===== src/rtl/sita_pkg.sv =====
// ----------------------------------------------------------------------------
// sita_pkg
// shared types, constants and helpers for the signed integer to ascii block
// ----------------------------------------------------------------------------
package sita_pkg;

   localparam int unsigned DEFAULT_VALUE_WIDTH = 32;
   localparam int unsigned RADIX_WIDTH         = 4;
   localparam int unsigned DIGIT_WIDTH         = 4;
   localparam int unsigned CHAR_WIDTH          = 7;

   localparam logic [RADIX_WIDTH-1:0] RADIX_RESET = 4'd10;
   localparam logic [RADIX_WIDTH-1:0] RADIX_MIN   = 4'd2;
   localparam logic [RADIX_WIDTH-1:0] RADIX_MAX   = 4'd10;

   localparam logic [CHAR_WIDTH-1:0] CHAR_ZERO  = 7'd48;
   localparam logic [CHAR_WIDTH-1:0] CHAR_MINUS = 7'd45;

   typedef enum logic [2:0] {
      ST_IDLE,
      ST_DIVIDE,
      ST_PUSH,
      ST_SIGN,
      ST_EMIT
   } sita_state_type;

   // clamp the programmed radix into the supported range
   function automatic logic [RADIX_WIDTH-1:0] effective_radix(
      input logic [RADIX_WIDTH-1:0] radix
   );
      logic [RADIX_WIDTH-1:0] base;
      base = radix;
      if (radix < RADIX_MIN) begin
         base = RADIX_MIN;
      end else if (radix > RADIX_MAX) begin
         base = RADIX_MAX;
      end
      return base;
   endfunction

endpackage


===== src/rtl/sita_req_if.sv =====
// ----------------------------------------------------------------------------
// sita_req_if
// input channel: one signed value per item
// ----------------------------------------------------------------------------
interface sita_req_if
   import sita_pkg::*;
#(
   parameter int unsigned VALUE_WIDTH = DEFAULT_VALUE_WIDTH
) ();

   logic                          valid;
   logic                          ready;
   logic signed [VALUE_WIDTH-1:0] number;

   modport source (output valid, output number, input ready);
   modport sink (input valid, input number, output ready);

endinterface


===== src/rtl/sita_rsp_if.sv =====
// ----------------------------------------------------------------------------
// sita_rsp_if
// result channel: one ascii character per item
// ----------------------------------------------------------------------------
interface sita_rsp_if
   import sita_pkg::*;
();

   logic                  valid;
   logic                  ready;
   logic [CHAR_WIDTH-1:0] character;
   logic                  last_char;

   modport source (output valid, output character, output last_char, input ready);
   modport sink (input valid, input character, input last_char, output ready);

endinterface


===== src/rtl/signed_integer_to_ascii.sv =====
// ----------------------------------------------------------------------------
// signed_integer_to_ascii
// converts a signed integer to its ascii text in a programmable radix
// ----------------------------------------------------------------------------
//
//   channel    direction  payload                      handshake
//   req_chan   in         number [VALUE_WIDTH]         valid / ready
//   rsp_chan   out        character [7], last_char     valid / ready
//   csr_*      in         radix [4]                    write enable only
//
// one item is taken only while idle. each digit is formed on the shared
// bit-serial divider (one quotient bit per cycle, then a push); once all digits
// are on the stack, the characters follow, one per cycle while rsp_chan is
// not stalled. reset (synchronous) returns to idle and sets the radix to ten.
// a stalled result simply holds; the sequencer waits in its sign or emit state.
//
module signed_integer_to_ascii
   import sita_pkg::*;
#(
   parameter int unsigned VALUE_WIDTH = DEFAULT_VALUE_WIDTH
) (
   input  logic                   clock,
   input  logic                   reset,
   input  logic                   csr_write_enable,
   input  logic [RADIX_WIDTH-1:0] csr_write_data,
   sita_req_if.sink               req_chan,
   sita_rsp_if.source             rsp_chan
);

   localparam int unsigned BIT_CNT_WIDTH   = $clog2(VALUE_WIDTH);
   localparam int unsigned DIGIT_CNT_WIDTH = $clog2(VALUE_WIDTH + 1);
   localparam int unsigned STACK_WIDTH     = DIGIT_WIDTH * VALUE_WIDTH;
   localparam logic [BIT_CNT_WIDTH-1:0] BIT_LAST = BIT_CNT_WIDTH'(VALUE_WIDTH - 1);
   localparam logic [DIGIT_CNT_WIDTH-1:0] ONE_DIGIT = DIGIT_CNT_WIDTH'(1);

   // control registers
   sita_state_type               state_ff, state_in;
   logic [RADIX_WIDTH-1:0]       radix_ff;

   // datapath registers
   logic [VALUE_WIDTH-1:0]       quo_ff, quo_in;       // dividend, becomes quotient
   logic [DIGIT_WIDTH-1:0]       rem_ff, rem_in;       // partial remainder
   logic [RADIX_WIDTH-1:0]       base_ff, base_in;     // radix latched per item
   logic                         neg_ff, neg_in;
   logic [BIT_CNT_WIDTH-1:0]     bit_cnt_ff, bit_cnt_in;
   logic [DIGIT_CNT_WIDTH-1:0]   dig_cnt_ff, dig_cnt_in;
   logic [STACK_WIDTH-1:0]       stack_ff, stack_in;   // digit stack, top at low end

   // shared divider step
   logic [DIGIT_WIDTH:0]         trial;
   logic                         trial_ge;
   logic [DIGIT_WIDTH:0]         trial_diff;
   logic [VALUE_WIDTH-1:0]       magnitude;

   assign trial      = {rem_ff, quo_ff[VALUE_WIDTH-1]};
   assign trial_ge   = (trial >= {1'b0, base_ff});
   assign trial_diff = trial - {1'b0, base_ff};

   // unsigned magnitude, so the most negative value needs no special case
   assign magnitude = req_chan.number[VALUE_WIDTH-1]
                    ? ({VALUE_WIDTH{1'b0}} - $unsigned(req_chan.number))
                    : $unsigned(req_chan.number);

   // handshake outputs
   assign req_chan.ready     = (state_ff == ST_IDLE);
   assign rsp_chan.valid     = (state_ff == ST_SIGN) || (state_ff == ST_EMIT);
   assign rsp_chan.character = (state_ff == ST_SIGN)
                             ? CHAR_MINUS
                             : CHAR_ZERO + {{(CHAR_WIDTH - DIGIT_WIDTH){1'b0}},
                                            stack_ff[DIGIT_WIDTH-1:0]};
   assign rsp_chan.last_char = (state_ff == ST_EMIT) && (dig_cnt_ff == ONE_DIGIT);

   // sequencer
   always_comb begin
      state_in   = state_ff;
      quo_in     = quo_ff;
      rem_in     = rem_ff;
      base_in    = base_ff;
      neg_in     = neg_ff;
      bit_cnt_in = bit_cnt_ff;
      dig_cnt_in = dig_cnt_ff;
      stack_in   = stack_ff;
      case (state_ff)
         ST_IDLE: begin
            if (req_chan.valid) begin
               quo_in     = magnitude;
               rem_in     = '0;
               neg_in     = req_chan.number[VALUE_WIDTH-1];
               base_in    = effective_radix(radix_ff);
               bit_cnt_in = '0;
               dig_cnt_in = '0;
               state_in   = ST_DIVIDE;
            end
         end
         ST_DIVIDE: begin
            // one restoring division step, quotient bit shifts in at the bottom
            rem_in     = trial_ge ? trial_diff[DIGIT_WIDTH-1:0] : trial[DIGIT_WIDTH-1:0];
            quo_in     = {quo_ff[VALUE_WIDTH-2:0], trial_ge};
            bit_cnt_in = bit_cnt_ff + 1'b1;
            if (bit_cnt_ff == BIT_LAST) begin
               state_in = ST_PUSH;
            end
         end
         ST_PUSH: begin
            // remainder is the next digit, least significant first
            stack_in   = {stack_ff[STACK_WIDTH-DIGIT_WIDTH-1:0], rem_ff};
            dig_cnt_in = dig_cnt_ff + 1'b1;
            rem_in     = '0;
            bit_cnt_in = '0;
            if (quo_ff == '0) begin
               state_in = neg_ff ? ST_SIGN : ST_EMIT;
            end else begin
               state_in = ST_DIVIDE;
            end
         end
         ST_SIGN: begin
            if (rsp_chan.ready) begin
               state_in = ST_EMIT;
            end
         end
         ST_EMIT: begin
            // pop most significant digit first
            if (rsp_chan.ready) begin
               stack_in   = stack_ff >> DIGIT_WIDTH;
               dig_cnt_in = dig_cnt_ff - 1'b1;
               if (dig_cnt_ff == ONE_DIGIT) begin
                  state_in = ST_IDLE;
               end
            end
         end
         default: begin
            state_in = ST_IDLE;
         end
      endcase
   end

   always_ff @(posedge clock) begin
      if (reset) begin
         state_ff <= ST_IDLE;
      end else begin
         state_ff <= state_in;
      end
   end

   // radix register
   always_ff @(posedge clock) begin
      if (reset) begin
         radix_ff <= RADIX_RESET;
      end else if (csr_write_enable) begin
         radix_ff <= csr_write_data;
      end
   end

   always_ff @(posedge clock) begin
      quo_ff     <= quo_in;
      rem_ff     <= rem_in;
      base_ff    <= base_in;
      neg_ff     <= neg_in;
      bit_cnt_ff <= bit_cnt_in;
      dig_cnt_ff <= dig_cnt_in;
      stack_ff   <= stack_in;
   end

endmodule


===== src/flat_wrapper.sv =====
// flat-port wrapper written by rule: the top's interface ports become plain ports
module signed_integer_to_ascii_flat import sita_pkg::*;
#(
   parameter int unsigned VALUE_WIDTH = DEFAULT_VALUE_WIDTH
)
  (clock, reset, csr_write_enable, csr_write_data, req_chan_valid, req_chan_number, req_chan_ready, rsp_chan_valid, rsp_chan_character, rsp_chan_last_char, rsp_chan_ready);
  sita_req_if #(.VALUE_WIDTH(VALUE_WIDTH)) req_chan_i ();
  sita_rsp_if rsp_chan_i ();
  input  logic clock;
  input  logic reset;
  input  logic csr_write_enable;
  input  logic [RADIX_WIDTH-1:0] csr_write_data;
  input wire logic [$bits(req_chan_i.valid)-1:0] req_chan_valid;
  input wire logic [$bits(req_chan_i.number)-1:0] req_chan_number;
  output wire logic [$bits(req_chan_i.ready)-1:0] req_chan_ready;
  output wire logic [$bits(rsp_chan_i.valid)-1:0] rsp_chan_valid;
  output wire logic [$bits(rsp_chan_i.character)-1:0] rsp_chan_character;
  output wire logic [$bits(rsp_chan_i.last_char)-1:0] rsp_chan_last_char;
  input wire logic [$bits(rsp_chan_i.ready)-1:0] rsp_chan_ready;
  assign req_chan_i.valid = req_chan_valid;
  assign req_chan_i.number = req_chan_number;
  assign req_chan_ready = req_chan_i.ready;
  assign rsp_chan_valid = rsp_chan_i.valid;
  assign rsp_chan_character = rsp_chan_i.character;
  assign rsp_chan_last_char = rsp_chan_i.last_char;
  assign rsp_chan_i.ready = rsp_chan_ready;
  signed_integer_to_ascii #(.VALUE_WIDTH(VALUE_WIDTH)) u_core (.clock(clock), .reset(reset), .csr_write_enable(csr_write_enable), .csr_write_data(csr_write_data), .req_chan(req_chan_i), .rsp_chan(rsp_chan_i));
endmodule

===== config.mk =====
export PLATFORM = sky130hd
export DESIGN_NAME = signed_integer_to_ascii_flat
export DESIGN_NICKNAME = d
export VERILOG_FILES = /design/src/rtl/sita_pkg.sv /design/src/rtl/sita_req_if.sv /design/src/rtl/sita_rsp_if.sv /design/src/rtl/signed_integer_to_ascii.sv /design/src/flat_wrapper.sv
export SDC_FILE = /design/constraint.sdc
export NUM_CORES = 1
export LEC_CHECK = 0
export BUFFER_PORTS_ARGS = -buffer_cell sky130_fd_sc_hd__buf_2
export CAP_MARGIN = 20
export CORE_MARGIN = 8
export CORE_UTILIZATION = 25
export DETAILED_ROUTE_END_ITERATION = 8
export PLACE_DENSITY = 0.53
export REMOVE_ABC_BUFFERS = 1
export SETUP_SLACK_MARGIN = 0.1
export SLEW_MARGIN = 30
export SYNTH_ARGS = -nofsm -noshare
export SYNTH_HDL_FRONTEND = slang
export SYNTH_SLANG_ARGS = --single-unit

===== constraint.sdc =====
create_clock -name clock -period 10.7 [get_ports clock]
set_input_delay 1.07 -clock clock [delete_from_list [all_inputs] [get_ports clock]]
set_output_delay 1.07 -clock clock [all_outputs]
set_load 0.01 [all_outputs]

Word level (Yosys, flattened, before mapping)
Index checks and enable logic that the tools add are counted.
W data, S select, Z words.
{ "word_totals": {"ff_bits": 187, "out_inout_bits": 10, "elab_cells": 68} }
{ "op_classes": {"reduce_logical": 15, "muxes": 23, "eq_ne": 11, "magnitude_cmp": 3, "addsub": 6} }
{ "ops": {"columns": ["op", "count"], "rows": [
  ["$pmux W128 S2", 1],
  ["$mux W128", 1],
  ["$mux W32", 2],
  ["$pmux W32 S2", 1],
  ["$logic_not A32 Y1", 1],
  ["$sub A1 B32 Y32 const A", 1],
  ["$mux W3", 7],
  ["$pmux W6 S3", 1],
  ["$pmux W3 S5", 1],
  ["$pmux W5 S3", 1],
  ["$mux W4", 3],
  ["$mux W6", 2],
  ["$pmux W4 S3", 1],
  ["$ne A2 B2 Y1 const B", 4],
  ["$reduce_and A2 Y1", 4],
  ["$add A6 B4 Y7 const A", 1],
  ["$mux W7", 1],
  ["$add A6 B1 Y6 const B", 1],
  ["$eq A3 B2 Y1 const B", 2],
  ["$eq A6 B1 Y1 const B", 1],
  ["$reduce_bool A3 Y1", 2],
  ["$sub A6 B1 Y6 const B", 1],
  ["$add A5 B1 Y5 const B", 1],
  ["$eq A5 B5 Y1 const B", 1],
  ["15 further kinds", 16]
]} }

Logic depth before layout (Yosys ltp)
{ "logic_depth": {"word_depth": 4, "depth_mapped": 8} }

Worst setup path after synthesis
No wires, ideal clock.
{ "synth_path": {"kind": "in2reg", "startpoint": "input port rsp_chan_ready", "endpoint": "register u_core.stack_ff[0], enable pin", "setup_slack_ns": -0.155, "t_required_ns": 9.908, "path_buffers": 0, "path_stages": 2, "t_arrival_ns": 10.063, "path_cell_list": "inv_1 > o21ai_0"} }
{ "synth_via": {"elab_chain_cells": 2} }
{ "synth_lines": {"columns": ["element", "line_no", "source"], "rows": [
  ["start, declared", "flat_wrapper.sv:19", "input wire logic [$bits(rsp_chan_i.ready)-1:0] rsp_chan_ready;"],
  ["$ne A2 B2 Y1 (no line)", null, null],
  ["$reduce_and A2 Y1 (no line)", null, null],
  ["end signal, assigned", "signed_integer_to_ascii.sv:161", "stack_ff <= stack_in;"],
  ["end, declared", "signed_integer_to_ascii.sv:47", "logic [STACK_WIDTH-1:0] stack_ff, stack_in;"]
]} }
No other way between the ends.
A chain may end at the register's enable or synchronous reset.

Worst setup path after layout
{ "layout_path": {"startpoint": "register u_core.state_ff[1]", "endpoint": "register u_core.stack_ff[59], enable pin"} }
{ "layout_via": {"elab_chain_cells": 3, "word_cells_on_any_way": 5, "cone_classes": "eq/ne: 3; reduce/logical: 2"} }
{ "layout_lines": {"columns": ["element", "line_no", "source"], "rows": [
  ["start, declared", "signed_integer_to_ascii.sv:37", "sita_state_type state_ff, state_in;"],
  ["start signal, assigned", "signed_integer_to_ascii.sv:141", "state_ff <= state_in;"],
  ["$eq A3 B3 Y1 / $eq A3 B2 Y1 (equally long branches)", "signed_integer_to_ascii.sv:83", "case (state_ff)"],
  ["$ne A2 B2 Y1 (no line) / $reduce_bool A2 Y1 (equally long branches)", null, null],
  ["$reduce_and A2 Y1 (no line) (*)", null, null]
]} }
Every way passes the cells marked *; elsewhere a longest branch is shown, timed or not.

==> impl_metrics.env <==
export IMPL_final_cells=1407
export IMPL_initial_core_util_pct=25.43
export IMPL_rsz0062_at_grt="no"
export IMPL_grt_busiest_layer="met2"
export IMPL_slowest_delay_ns=0.81
export IMPL_cts_tree="yes"
export IMPL_p_leak_uw=0.004046
export IMPL_slew_headroom_pct=40.80
export IMPL_clkTransAtPathRegs_ns=0.07
export IMPL_avgSynthCellArea_um2=9.963
export IMPL_cts_max_level=4
export IMPL_firstDrtPassIters=5
export IMPL_ir_worst_vdd_mv=0.09207
export IMPL_dp_hpwl_um=11300
export IMPL_final_nets=985
export IMPL_cts_resized_gates=0
export IMPL_synth_area_um2=9066
export IMPL_finalWeightedCongestion=0.7539
export IMPL_path_cells="or3b_2, o21ai_4, buf_4, buf_4"
export IMPL_vias=6150
export IMPL_cts_buffer_depth=2
export IMPL_cts_hold_buf=0
export IMPL_cp_required_ns=10.75
export IMPL_diodes=0
export IMPL_finalHoldViolCount=0
export IMPL_cap_viol_max_count=0
export IMPL_fmax_mhz=313.3
export IMPL_grt_pass1_wl_um=29740
export IMPL_core_area_um2=35660
export IMPL_cp_slowest_cell="buf_4"
export IMPL_drt_iter0_markers=444
export IMPL_portBuffers=48
export IMPL_seq_area_frac_synth_pct=61.16
export IMPL_drt_wl_total_um=17500
export IMPL_fp_row_count=69
export IMPL_worstSetupStartpointType="register"
export IMPL_clk_latency_ns=0.43
export IMPL_via_per_inst=4.371
export IMPL_report_final_slew_viol_count=0
export IMPL_status="finished clean"
export IMPL_cts_buffers=17
export IMPL_synth_cells=910
export IMPL_worst_pin_slew_ns=0.8880
export IMPL_crit_type="reg2reg"
export IMPL_final_common_cell="nand2_1"
export IMPL_period_share_pct=29.83
export IMPL_syn2layout_area_growth_pct=14.96
export IMPL_grt_usage_pct=8.535
export IMPL_grtUsageMet1_pct=11.46
export IMPL_mostFrequentLayoutCells="nand2_1 (403), edfxtp_1 (180), buf_2 (48)"
export IMPL_antenna_found_initial=0
export IMPL_cp_max_fo=69
export IMPL_synth_cell_types=52
export IMPL_end_kind="register"
export IMPL_ys_warn_count=0
export IMPL_die_area_um2=42620
export IMPL_die_w_um=206.4
export IMPL_io_pins=51
export IMPL_total_power_uw=1654
export IMPL_wire_per_inst_um=12.43
export IMPL_synth_main_ff_cell="edfxtp_1"
export IMPL_fin_ws_ns=7.508
export IMPL_cp_buffers_inverters=2
export IMPL_drive_gt1_share_pct=10.57
export IMPL_cts_root_buf="clkbuf_16"
export IMPL_dp_cells=1375
export IMPL_arrival_ns=3.24
export IMPL_cp_common_cell="buf_4"
export IMPL_async_reset_ff_share_pct=0
export IMPL_cpLargestDelayFamily="buffers and inverters"
export IMPL_ant_nets=0
export IMPL_multi_input_area_um2=3272
export IMPL_grt_pass1_vias=5993
export IMPL_die_h_um=206.4
export IMPL_drc=0
export IMPL_hold_path_class="reg2reg"
export IMPL_postCtsSetupBuffers=0
export IMPL_fin_skew_ns=0.009922
export IMPL_grt_remaining_overflow=0
export IMPL_grt_use_met3_pct=2.382
export IMPL_pre_cts_ws_ns=7.311
export IMPL_synth_top_area_cell="edfxtp_1"
export IMPL_yosysTopAreaCellShare_pct=59.62
export IMPL_cts_sinks=187
export IMPL_ys_ff_latch=187
export IMPL_synth_edf_count=180
export IMPL_seqCellArea_um2=5545
export IMPL_synthTopCellsByArea="edfxtp_1 (60%), nand2_1 (17%), xor2_1 (2.8%)"
export IMPL_setup_violations=0
export IMPL_pwr_density_cell_nw_per_um2=158.7
export IMPL_fin_crit_ns=3.192
export IMPL_grt_use_met2_pct=13.29
export IMPL_grt_max_degree=100
export IMPL_nFillCells=3717
==> worst register-to-register path, delay by kind of cell (launching register included) <==
| family | cells | cell delay, ns |
|---|---|---|
| flops | 1 | 0.60 |
| buf+inv | 2 | 1.48 |
| compound gates | 1 | 0.09 |
| simple gates | 1 | 0.60 |
==> cell families (layout without fill, tap and decap cells) <==
group | Yosys count | count (layout) | synth area share, %
AOI/OAI and AO/OA | 93 | 93 | 7.011
xor gates and xnor gates | 34 | 34 | 3.285
other | 2 | 2 | 0.08284
adders and majority gates | 11 | 11 | 1.601
DFF | 187 | 187 | 61.16
buffers and inverters | 66 | 102 | 3.036
muxes | 4 | 4 | 0.4416
and+or+nand+nor | 513 | 513 | 23.38
==> sequential cells by signal, summed over array words and instances (netlist names) <==
register           flops
u_core.base_ff         4
u_core.bit_cnt_ff      5
u_core.dig_cnt_ff      6
u_core.neg_ff          1
u_core.quo_ff         32
u_core.radix_ff        4
u_core.rem_ff          4
u_core.stack_ff      128
u_core.state_ff        3
==> cell usage after synthesis, types with 2 or more instances <==
library cell	instances
and3_1	5
nor2b_1	9
ha_1	10
nand2_1	405
nor3b_1	3
a211oi_1	5
a211o_1	2
a41oi_1	2
nand3_1	8
conb_1	2
or3_1	5
dfxtp_1	7
or2_2	2
o31ai_1	9
buf_2	10
o22a_1	2
edfxtp_1	180
and2_1	3
xnor2_1	5
nand2b_1	4
nor4_1	11
o41ai_1	5
inv_1	15
mux2i_1	4
buf_4	2
nand4_1	3
a21oi_1	20
nor2_1	34
clkbuf_1	38
o21a_1	2
a221oi_1	3
xor2_1	29
o21ai_0	33
nor3_1	11
o41ai_2	3
nand3b_1	2
or4_1	2
==> final timing paths <==
kind	slack (ns)	endpoint	from	depth (start not counted)
worst max-delay path	7.51	u_core.stack_ff[59]	u_core.state_ff[1]	4
worst min-delay path	0.49	u_core.radix_ff[0]	u_core.radix_ff[0]	2
worst min register to register	0.49	u_core.radix_ff[0]	u_core.radix_ff[0]	2
worst max register to register	7.51	u_core.stack_ff[59]	u_core.state_ff[1]	4
==> routing by layer <==
| metal | vias to the layer above | part of all wire [%] |
|---|---|---|
| li1 | 3148 | - |
| met1 | 2903 | 50 |
| met2 | 86 | 45 |
| met3 | 13 | 3.9 |
| met4 | 0 | 1.0 |
| met5 | - | 0 |
==> final cells by class <==
type	count	area share, %
Sequential cell	187	53.21
Tap cell	461	5.534
Inverter	15	0.5402
Clock inverter	13	2.293
Multi-Input combinational cell	657	31.39
Timing Repair Buffer	55	2.881
Clock buffer	19	4.154
==> where the power goes <==
part	internal (uW)	switching, uW
sequential	827	17.4
combinational	37.7	55.1
clock	442	275
==> metrics by stage <==
step                      hold slack (ns)  utilization (%)  setup TNS (ns)  cell area (um^2)
after global placement             0.4746            27.32               0              9741
final                              0.4949            29.23               0             10420
after global routing               0.5554            29.23               0             10420
after floorplan                    0.4516                -         -228.89              8847
after detailed placement           0.4782            27.33               0              9743
after CTS                          0.4967            29.21               0             10420
Note: power is estimated with default switching activity, not from simulation.
